### config.mk
export PLATFORM = sky130hd
export DESIGN_NAME = clock_stopwatch_countdown
export DESIGN_NICKNAME = d
export VERILOG_FILES = /design/src/design/csw_pkg.sv /design/src/design/csw_in_stage.sv /design/src/design/csw_update.sv /design/src/design/clock_stopwatch_countdown.sv
export SDC_FILE = /design/constraint.sdc
export NUM_CORES = 1
export LEC_CHECK = 0
export BUFFER_PORTS_ARGS = -buffer_cell sky130_fd_sc_hd__buf_2
export CAP_MARGIN = 20
export CORE_ASPECT_RATIO = 0.75
export CORE_MARGIN = 1
export CORE_UTILIZATION = 55
export DETAILED_ROUTE_END_ITERATION = 16
export GPL_ROUTABILITY_DRIVEN = 1
export PLACE_DENSITY = 0.77
export SYNTH_ARGS = -nofsm -noshare
export SYNTH_HDL_FRONTEND = slang
export SYNTH_SLANG_ARGS = --single-unit
### constraint.sdc
create_clock -name clk -period 2.95 [get_ports clk]
set_input_delay 0.295 -clock clk [delete_from_list [all_inputs] [get_ports clk]]
set_output_delay 0.295 -clock clk [all_outputs]
set_load 0.01 [all_outputs]
### src/design/csw_pkg.sv
// Shared types and constants for the clock, stopwatch and countdown block.
`default_nettype none

package csw_pkg;

  // Counter limits
  localparam int MAX_SEC = 60;
  localparam int MAX_MIN = 60;
  localparam int MAX_HRS = 24;

  localparam logic [5:0] SEC_LAST = 6'(MAX_SEC - 1);
  localparam logic [5:0] MIN_LAST = 6'(MAX_MIN - 1);
  localparam logic [4:0] HRS_LAST = 5'(MAX_HRS - 1);

  // Mode switch codes
  typedef enum logic [3:0] {
    MODE_CLOCK       = 4'h1,
    MODE_WATCH       = 4'h2,
    MODE_DOWN        = 4'h4,
    MODE_CLOCK_SET   = 4'h9,
    MODE_WATCH_CLEAR = 4'hA,
    MODE_DOWN_SET    = 4'hC
  } mode_t;

  // Button bit positions within the level pair (active low)
  localparam int BTN_ZERO = 0;
  localparam int BTN_ONE  = 1;

  // Button levels after reset: button zero released, button one pressed
  localparam logic [1:0] LEVELS_RESET = 2'b01;

  // One input beat
  typedef struct packed {
    logic       second_tick;
    logic [3:0] mode;
    logic [1:0] button_levels;
  } item_t;

  // All counters, run flags and the last button levels
  typedef struct packed {
    logic [4:0] hours;
    logic [5:0] minutes;
    logic [5:0] seconds;
    logic [5:0] watch_min;
    logic [5:0] watch_sec;
    logic       watch_run;
    logic [5:0] down_min;
    logic [5:0] down_sec;
    logic       down_run;
    logic [1:0] prev_levels;
  } state_t;

endpackage

`default_nettype wire

### src/design/csw_in_stage.sv
// Input register stage: holds one accepted beat until the update stage takes it.
`default_nettype none

module csw_in_stage (
  input  wire logic           clk,
  input  wire logic           rst,
  input  wire logic           in_valid,
  output logic                in_ready,
  input  wire csw_pkg::item_t in_item,
  input  wire logic           take,
  output logic                q_valid,
  output csw_pkg::item_t      q_item
);

  logic load;

  // Accept a new beat when empty or when the held one leaves this cycle
  assign in_ready = !q_valid || take;
  assign load     = in_valid && in_ready;

  // Track occupancy
  always_ff @(posedge clk) begin
    if (rst) begin
      q_valid <= 1'b0;
    end else begin
      q_valid <= load || (q_valid && !take);
    end
  end

  // Capture the payload
  always_ff @(posedge clk) begin
    if (load) begin
      q_item <= in_item;
    end
  end

endmodule

`default_nettype wire

### src/design/csw_update.sv
// Next-state logic: applies the tick and then the button edges for one beat.
`default_nettype none

module csw_update (
  input  wire csw_pkg::state_t cur,
  input  wire csw_pkg::item_t  item,
  output csw_pkg::state_t      nxt
);

  logic [1:0] fell;

  always_comb begin
    nxt  = cur;
    // Falling edge: was released, now pressed
    fell = cur.prev_levels & ~item.button_levels;

    // Act on the one-second tick
    if (item.second_tick) begin
      case (item.mode)
        csw_pkg::MODE_CLOCK: begin
          if (cur.seconds >= csw_pkg::SEC_LAST) begin
            nxt.seconds = '0;
            if (cur.minutes >= csw_pkg::MIN_LAST) begin
              nxt.minutes = '0;
              nxt.hours   = (cur.hours >= csw_pkg::HRS_LAST) ? '0 : cur.hours + 5'd1;
            end else begin
              nxt.minutes = cur.minutes + 6'd1;
            end
          end else begin
            nxt.seconds = cur.seconds + 6'd1;
          end
        end
        csw_pkg::MODE_WATCH: begin
          if (cur.watch_run) begin
            if (cur.watch_sec >= csw_pkg::SEC_LAST) begin
              nxt.watch_sec = '0;
              nxt.watch_min = (cur.watch_min >= csw_pkg::MIN_LAST) ? '0
                                                                    : cur.watch_min + 6'd1;
            end else begin
              nxt.watch_sec = cur.watch_sec + 6'd1;
            end
          end
        end
        csw_pkg::MODE_DOWN: begin
          if (cur.down_min == '0 && cur.down_sec == '0) begin
            nxt.down_run = 1'b0;
          end else begin
            nxt.down_run = 1'b1;
            if (cur.down_sec == '0) begin
              nxt.down_sec = csw_pkg::SEC_LAST;
              nxt.down_min = cur.down_min - 6'd1;
            end else begin
              nxt.down_sec = cur.down_sec - 6'd1;
            end
          end
        end
        csw_pkg::MODE_WATCH_CLEAR: begin
          nxt.watch_min = '0;
          nxt.watch_sec = '0;
        end
        default: begin
        end
      endcase
    end

    // Button zero: step hours, timer minutes, or start the stopwatch
    if (fell[csw_pkg::BTN_ZERO]) begin
      case (item.mode)
        csw_pkg::MODE_CLOCK_SET: begin
          nxt.hours = (nxt.hours >= csw_pkg::HRS_LAST) ? '0 : nxt.hours + 5'd1;
        end
        csw_pkg::MODE_DOWN_SET: begin
          nxt.down_min = (nxt.down_min >= csw_pkg::MIN_LAST) ? '0 : nxt.down_min + 6'd1;
        end
        csw_pkg::MODE_WATCH: begin
          nxt.watch_run = 1'b1;
        end
        default: begin
        end
      endcase
    end

    // Button one: step minutes, timer seconds, or stop the stopwatch
    if (fell[csw_pkg::BTN_ONE]) begin
      case (item.mode)
        csw_pkg::MODE_CLOCK_SET: begin
          nxt.minutes = (nxt.minutes >= csw_pkg::MIN_LAST) ? '0 : nxt.minutes + 6'd1;
        end
        csw_pkg::MODE_DOWN_SET: begin
          nxt.down_sec = (nxt.down_sec >= csw_pkg::SEC_LAST) ? '0 : nxt.down_sec + 6'd1;
        end
        csw_pkg::MODE_WATCH: begin
          nxt.watch_run = 1'b0;
        end
        default: begin
        end
      endcase
    end

    // Remember levels for the next beat
    nxt.prev_levels = item.button_levels;
  end

endmodule

`default_nettype wire

### src/design/clock_stopwatch_countdown.sv
// Top level: input register, update logic and the state/result register.
//
//   channel | signals                               | carries
//   --------+---------------------------------------+------------------------------
//   in      | in_valid, in_ready                    | second_tick, mode, button_levels
//   out     | out_valid, out_ready                  | clock, stopwatch and timer counts
//
// Each beat is held in the input register and then updates the state register,
// which is also the result register. One beat per cycle is sustained while
// the result side is ready. The state update is the only loop, from the state
// register through the update logic back to it. Reset clears all counters and
// flags and sets the last button levels to 01. A stalled result holds the state;
// one further beat waits in the input register meanwhile.
`default_nettype none

module clock_stopwatch_countdown (
  input  wire logic       clk,
  input  wire logic       rst,
  input  wire logic       in_valid,
  output logic            in_ready,
  input  wire logic       second_tick,
  input  wire logic [3:0] mode,
  input  wire logic [1:0] button_levels,
  output logic            out_valid,
  input  wire logic       out_ready,
  output logic [4:0]      clock_hours,
  output logic [5:0]      clock_minutes,
  output logic [5:0]      clock_seconds,
  output logic [5:0]      watch_minutes,
  output logic [5:0]      watch_seconds,
  output logic            watch_running,
  output logic [5:0]      countdown_minutes,
  output logic [5:0]      countdown_seconds,
  output logic            countdown_running
);

  csw_pkg::item_t  in_item;
  csw_pkg::item_t  q_item;
  logic            q_valid;
  logic            advance;
  csw_pkg::state_t state;
  csw_pkg::state_t state_next;

  assign in_item = '{second_tick: second_tick, mode: mode, button_levels: button_levels};

  csw_in_stage u_in_stage (
    .clk      (clk),
    .rst      (rst),
    .in_valid (in_valid),
    .in_ready (in_ready),
    .in_item  (in_item),
    .take     (advance),
    .q_valid  (q_valid),
    .q_item   (q_item)
  );

  // Move a beat into the result register when it is free or being drained
  assign advance = q_valid && (!out_valid || out_ready);

  csw_update u_update (
    .cur  (state),
    .item (q_item),
    .nxt  (state_next)
  );

  // Hold state and result valid
  always_ff @(posedge clk) begin
    if (rst) begin
      state     <= '{hours: '0, minutes: '0, seconds: '0, watch_min: '0, watch_sec: '0,
                     watch_run: 1'b0, down_min: '0, down_sec: '0, down_run: 1'b0,
                     prev_levels: csw_pkg::LEVELS_RESET};
      out_valid <= 1'b0;
    end else begin
      if (advance) begin
        state <= state_next;
      end
      out_valid <= advance || (out_valid && !out_ready);
    end
  end

  // Drive the result beat from the state
  assign clock_hours       = state.hours;
  assign clock_minutes     = state.minutes;
  assign clock_seconds     = state.seconds;
  assign watch_minutes     = state.watch_min;
  assign watch_seconds     = state.watch_sec;
  assign watch_running     = state.watch_run;
  assign countdown_minutes = state.down_min;
  assign countdown_seconds = state.down_sec;
  assign countdown_running = state.down_run;

`ifndef SYNTHESIS
  // A beat that leaves the input register always shows up as a result
  a_advance_gives_result: assert property (@(posedge clk) disable iff (rst)
    advance |=> out_valid)
    else $error("advanced beat produced no result");

  // The input register only stalls when it is full
  a_stall_only_when_full: assert property (@(posedge clk) disable iff (rst)
    !in_ready |-> q_valid)
    else $error("input refused while register empty");

  // The countdown only starts running on a timer-mode tick
  a_down_run_source: assert property (@(posedge clk) disable iff (rst)
    $rose(countdown_running) |->
      $past(advance && q_item.second_tick && q_item.mode == csw_pkg::MODE_DOWN))
    else $error("countdown started outside a timer tick");

  // Clock seconds move only on a clock-mode tick
  a_seconds_source: assert property (@(posedge clk) disable iff (rst)
    !$stable(clock_seconds) |->
      $past(rst) || $past(advance && q_item.second_tick && q_item.mode == csw_pkg::MODE_CLOCK))
    else $error("clock seconds changed without a clock tick");

  // Counters stay in range
  a_ranges: assert property (@(posedge clk) disable iff (rst)
    clock_hours <= csw_pkg::HRS_LAST && clock_minutes <= csw_pkg::MIN_LAST &&
    clock_seconds <= csw_pkg::SEC_LAST && countdown_seconds <= csw_pkg::SEC_LAST)
    else $error("counter out of range");
`endif

endmodule

`default_nettype wire

==> flow_metrics.tcl <==
set metrics [dict create \
    dp.cells 570 \
    initial_utilization 0.570 \
    wl_mm 9.11 \
    hold_path_depth 1 \
    grt_usage 0.251 \
    crit_required_ns 3.17 \
    cpMaxStageDelayCell "or4_4" \
    r2r_setup_slack_ns 0.21 \
    syn_area_um2 3870 \
    area_delta_synth_final_pct 7.39 \
    vias_per_cell 6.07 \
    clock_skew_ns 0.0124 \
    ir_drop_mv 0.304 \
    powerDensity_nw_per_um2 357 \
    wl_per_cell_um 15.7 \
    fin_crit_sh 0.929 \
    outcome "finished clean" \
    clk_pin_slew_ns 0.11 \
    dpl-instance-area_um2 4000 \
    hold_viol 0 \
    synth_edf_count 7 \
    drv_cap 0 \
    rows 26 \
    crit_path_max_incr_delay_ns 0.58 \
    r2r_end "countdown_seconds[5]" \
    port_buffers 55 \
    grt_pass1_wl_mm 14.9 \
    via_count 3531 \
    min_period_ns 2.74 \
    postRouteAntennaNets 0 \
    cp-start-kind "flip-flop" \
    hpwl_mm 6.75 \
    dieWidth_um 98.9 \
    hp-start "mode[1]" \
    grt_max_degree 30 \
    gp_congestion 0.928 \
    cts-root-buf "clkbuf_8" \
    ys.flop_type "dfxtp_1" \
    power.leakage_nw 1.69 \
    yosys_warnings 0 \
    seq_area_frac_synth 0.297 \
    maxSlewHeadroom 0.479 \
    synthArstFlopShare 0 \
    rsz0062_at_grt "no" \
    arrival_ns 2.96 \
    reg2reg_from "countdown_seconds[0]" \
    io_pins 56 \
    core_area_um2 6800 \
    synth_cell_types 76 \
    dieArea_um2 7390 \
    clk_latency_ns 0.32 \
    htreeDepth 2 \
    drt_iter0_drc 231 \
    crit_path_cell_trace "inv_1 > ha_1 > nand2b_1 > or4_4 > and3_1 > nor2_1 > ha_1 > nand2b_1 > nand4_1 > and2_1 > a22o_1" \
    drc 0 \
    maxSlewViolCount 0 \
    nets 520 \
    grt_pass1_vias 3154 \
    criticalPathCategory "flip-flop to flip-flop" \
    die_h_um 74.7 \
    dr.pass1.iters 7 \
    fin_util 0.612 \
    cts_tree "yes" \
    clock-sinks 54 \
    crit_fanout 6 \
    tightest_slew_ns 0.779 \
    setup_viol 0 \
    antenna_found_initial 0 \
    avgSynthCellArea_um2 8.24 \
    worstRegToRegCells 11 \
    grt_overflow 0 \
    diodes 0 \
    min_path_type "input pin to flip-flop" \
    cts.path.max_buffers 2 \
    numCtsBuffers 5 \
    netlist_instances 470 \
    final_cells 582 \
    drive_above_1_share 0.231 \
    ys_ff_latch 54 \
    fin_area_um2 4160 \
    syn_nets 493 \
    clock.fmax_mhz 365 \
    finalSetupTns_ns 0 \
    end_kind "flip-flop" \
    min_to "u_in_stage.q_item[3]" \
    fin_total_pwr_mw 1.49 \
]
final cells by class:
| type | count | area, um^2 |
|---|---|---|
| Clock inverter | 3 | 47.5 |
| Sequential cell | 54 | 1150 |
| Timing Repair Buffer | 74 | 418 |
| Multi-Input combinational cell | 354 | 2340 |
| Tap cell | 84 | 105 |
| Clock buffer | 5 | 68.8 |
| Fill cell | 587 | 2640 |
| Inverter | 8 | 30.0 |
cells in the final DEF (no fill, tap or decap), drive strengths merged, types with 3 or more instances in the layout:
cell type / instances
dfxtp: 47
nand2b: 12
mux2i: 5
a22o: 4
mux2: 4
or4: 3
o21a: 3
a311oi: 3
nand3: 20
buf: 74
nor2: 55
nand2: 50
a211oi: 3
a2111oi: 3
xnor2: 8
nor3: 14
edfxtp: 7
nor4: 4
xor2: 17
nor3b: 4
o211ai: 5
inv: 10
o21ai: 18
a31oi: 4
clkbuf: 5
a21oi: 30
nor2b: 10
o2111ai: 5
a21o: 5
nand4: 14
or3: 4
ha: 12
o2111a: 4
o31ai: 4
stage by stage:
step | worst slack, ns | hold WS, ns
6_report | 0.209 | 0.146
5_1_grt | 0.00878 | 0.127
2_1_floorplan | 0.319 | 0.394
3_3_place_gp | 0.251 | 0.453
4_1_cts | 0.0999 | 0.138
3_5_place_dp | 0.142 | 0.460
cells by family (layout without fill, tap and decap cells):
kind of cell | Yosys count | after routing | synth area share
AO/OA/AOI/OAI | 106 | 106 | 0.197
XOR/XNOR | 25 | 25 | 0.0565
adder cells (fa/ha/maj) | 12 | 12 | 0.0387
buffers and inverters | 62 | 90 | 0.104
flip-flops | 54 | 54 | 0.297
multiplexers | 9 | 9 | 0.0245
AND/OR/NAND/NOR | 202 | 202 | 0.282
synth_stat cells (all sizes together) (4+ instances only):
cell type,count,area share
a31oi,4,0.0065
or3,4,0.0077
nor3,14,0.021
xnor2,8,0.018
edfxtp,7,0.054
xor2,17,0.038
o211ai,5,0.0097
o2111ai,5,0.013
o21ai,18,0.023
clkbuf,10,0.010
o31ai,4,0.0077
ha,12,0.039
buf,44,0.086
nand4,14,0.028
dfxtp,47,0.24
mux2i,5,0.013
a22o,4,0.0090
nand2,50,0.049
nor2b,10,0.016
inv,8,0.0077
mux2,4,0.012
nor3b,4,0.012
a21o,5,0.010
o2111a,4,0.012
a21oi,30,0.040
nand2b,12,0.019
nand3,20,0.027
nor4,4,0.012
nor2,55,0.057
worst max-delay path: cells and delay by family, from the launching register on:
| kind | cells | cell delay, ns |
|---|---|---|
| AND/OR/NAND/NOR | 7 | 1.55 |
| adder cells (fa/ha/maj) | 2 | 0.38 |
| flip-flops | 1 | 0.37 |
| AO/OA/AOI/OAI | 1 | 0.18 |
| buffers and inverters | 1 | 0.16 |
worst max-delay path by stage:
stage	startpoint	cells past startpoint	slack, ns	end
floorplan	u_in_stage.q_item[5]	12	0.32	clock_hours[2]
global placement	clock_minutes[0]	9	0.25	clock_minutes[5]
detailed placement	clock_minutes[0]	9	0.14	clock_minutes[4]
CTS	countdown_seconds[0]	10	0.1	countdown_minutes[2]
global route	clock_seconds[0]	11	0.009	clock_hours[2]
finish	countdown_seconds[0]	11	0.21	countdown_seconds[5]
repair_timing:
action	CTS	global route
endpoints found under the setup margin	0	14
setup buffers	0	4
hold buffers	0	0
resized for setup	0	6
routing by layer:
| metal | track usage | share of wire | vias to the layer above | routed length (um) |
|---|---|---|---|---|
| met5 | 0 | 0 | - | 0 |
| met2 | 0.393 | 0.44 | 147 | 4050 |
| met1 | 0.357 | 0.47 | 1649 | 4260 |
| met3 | 0.0446 | 0.072 | 18 | 659 |
| li1 | - | - | 1717 | - |
| met4 | 0.0779 | 0.016 | 0 | 146 |
report_power, final:
group	internal (mW)	switching (mW)
combinational	0.0639	0.108
clock	0.260	0.274
sequential	0.760	0.0200
total	1.08	0.402
sequential cells by signal (all words and copies together) (netlist names):
signal / count
watch_running: 1
state: 2
clock_seconds: 6
countdown_minutes: 6
out_valid: 1
u_in_stage.q_item: 7
u_in_stage.q_valid: 1
clock_hours: 5
watch_minutes: 6
countdown_running: 1
watch_seconds: 6
countdown_seconds: 6
clock_minutes: 6
Power figures use the tool's default switching activity.
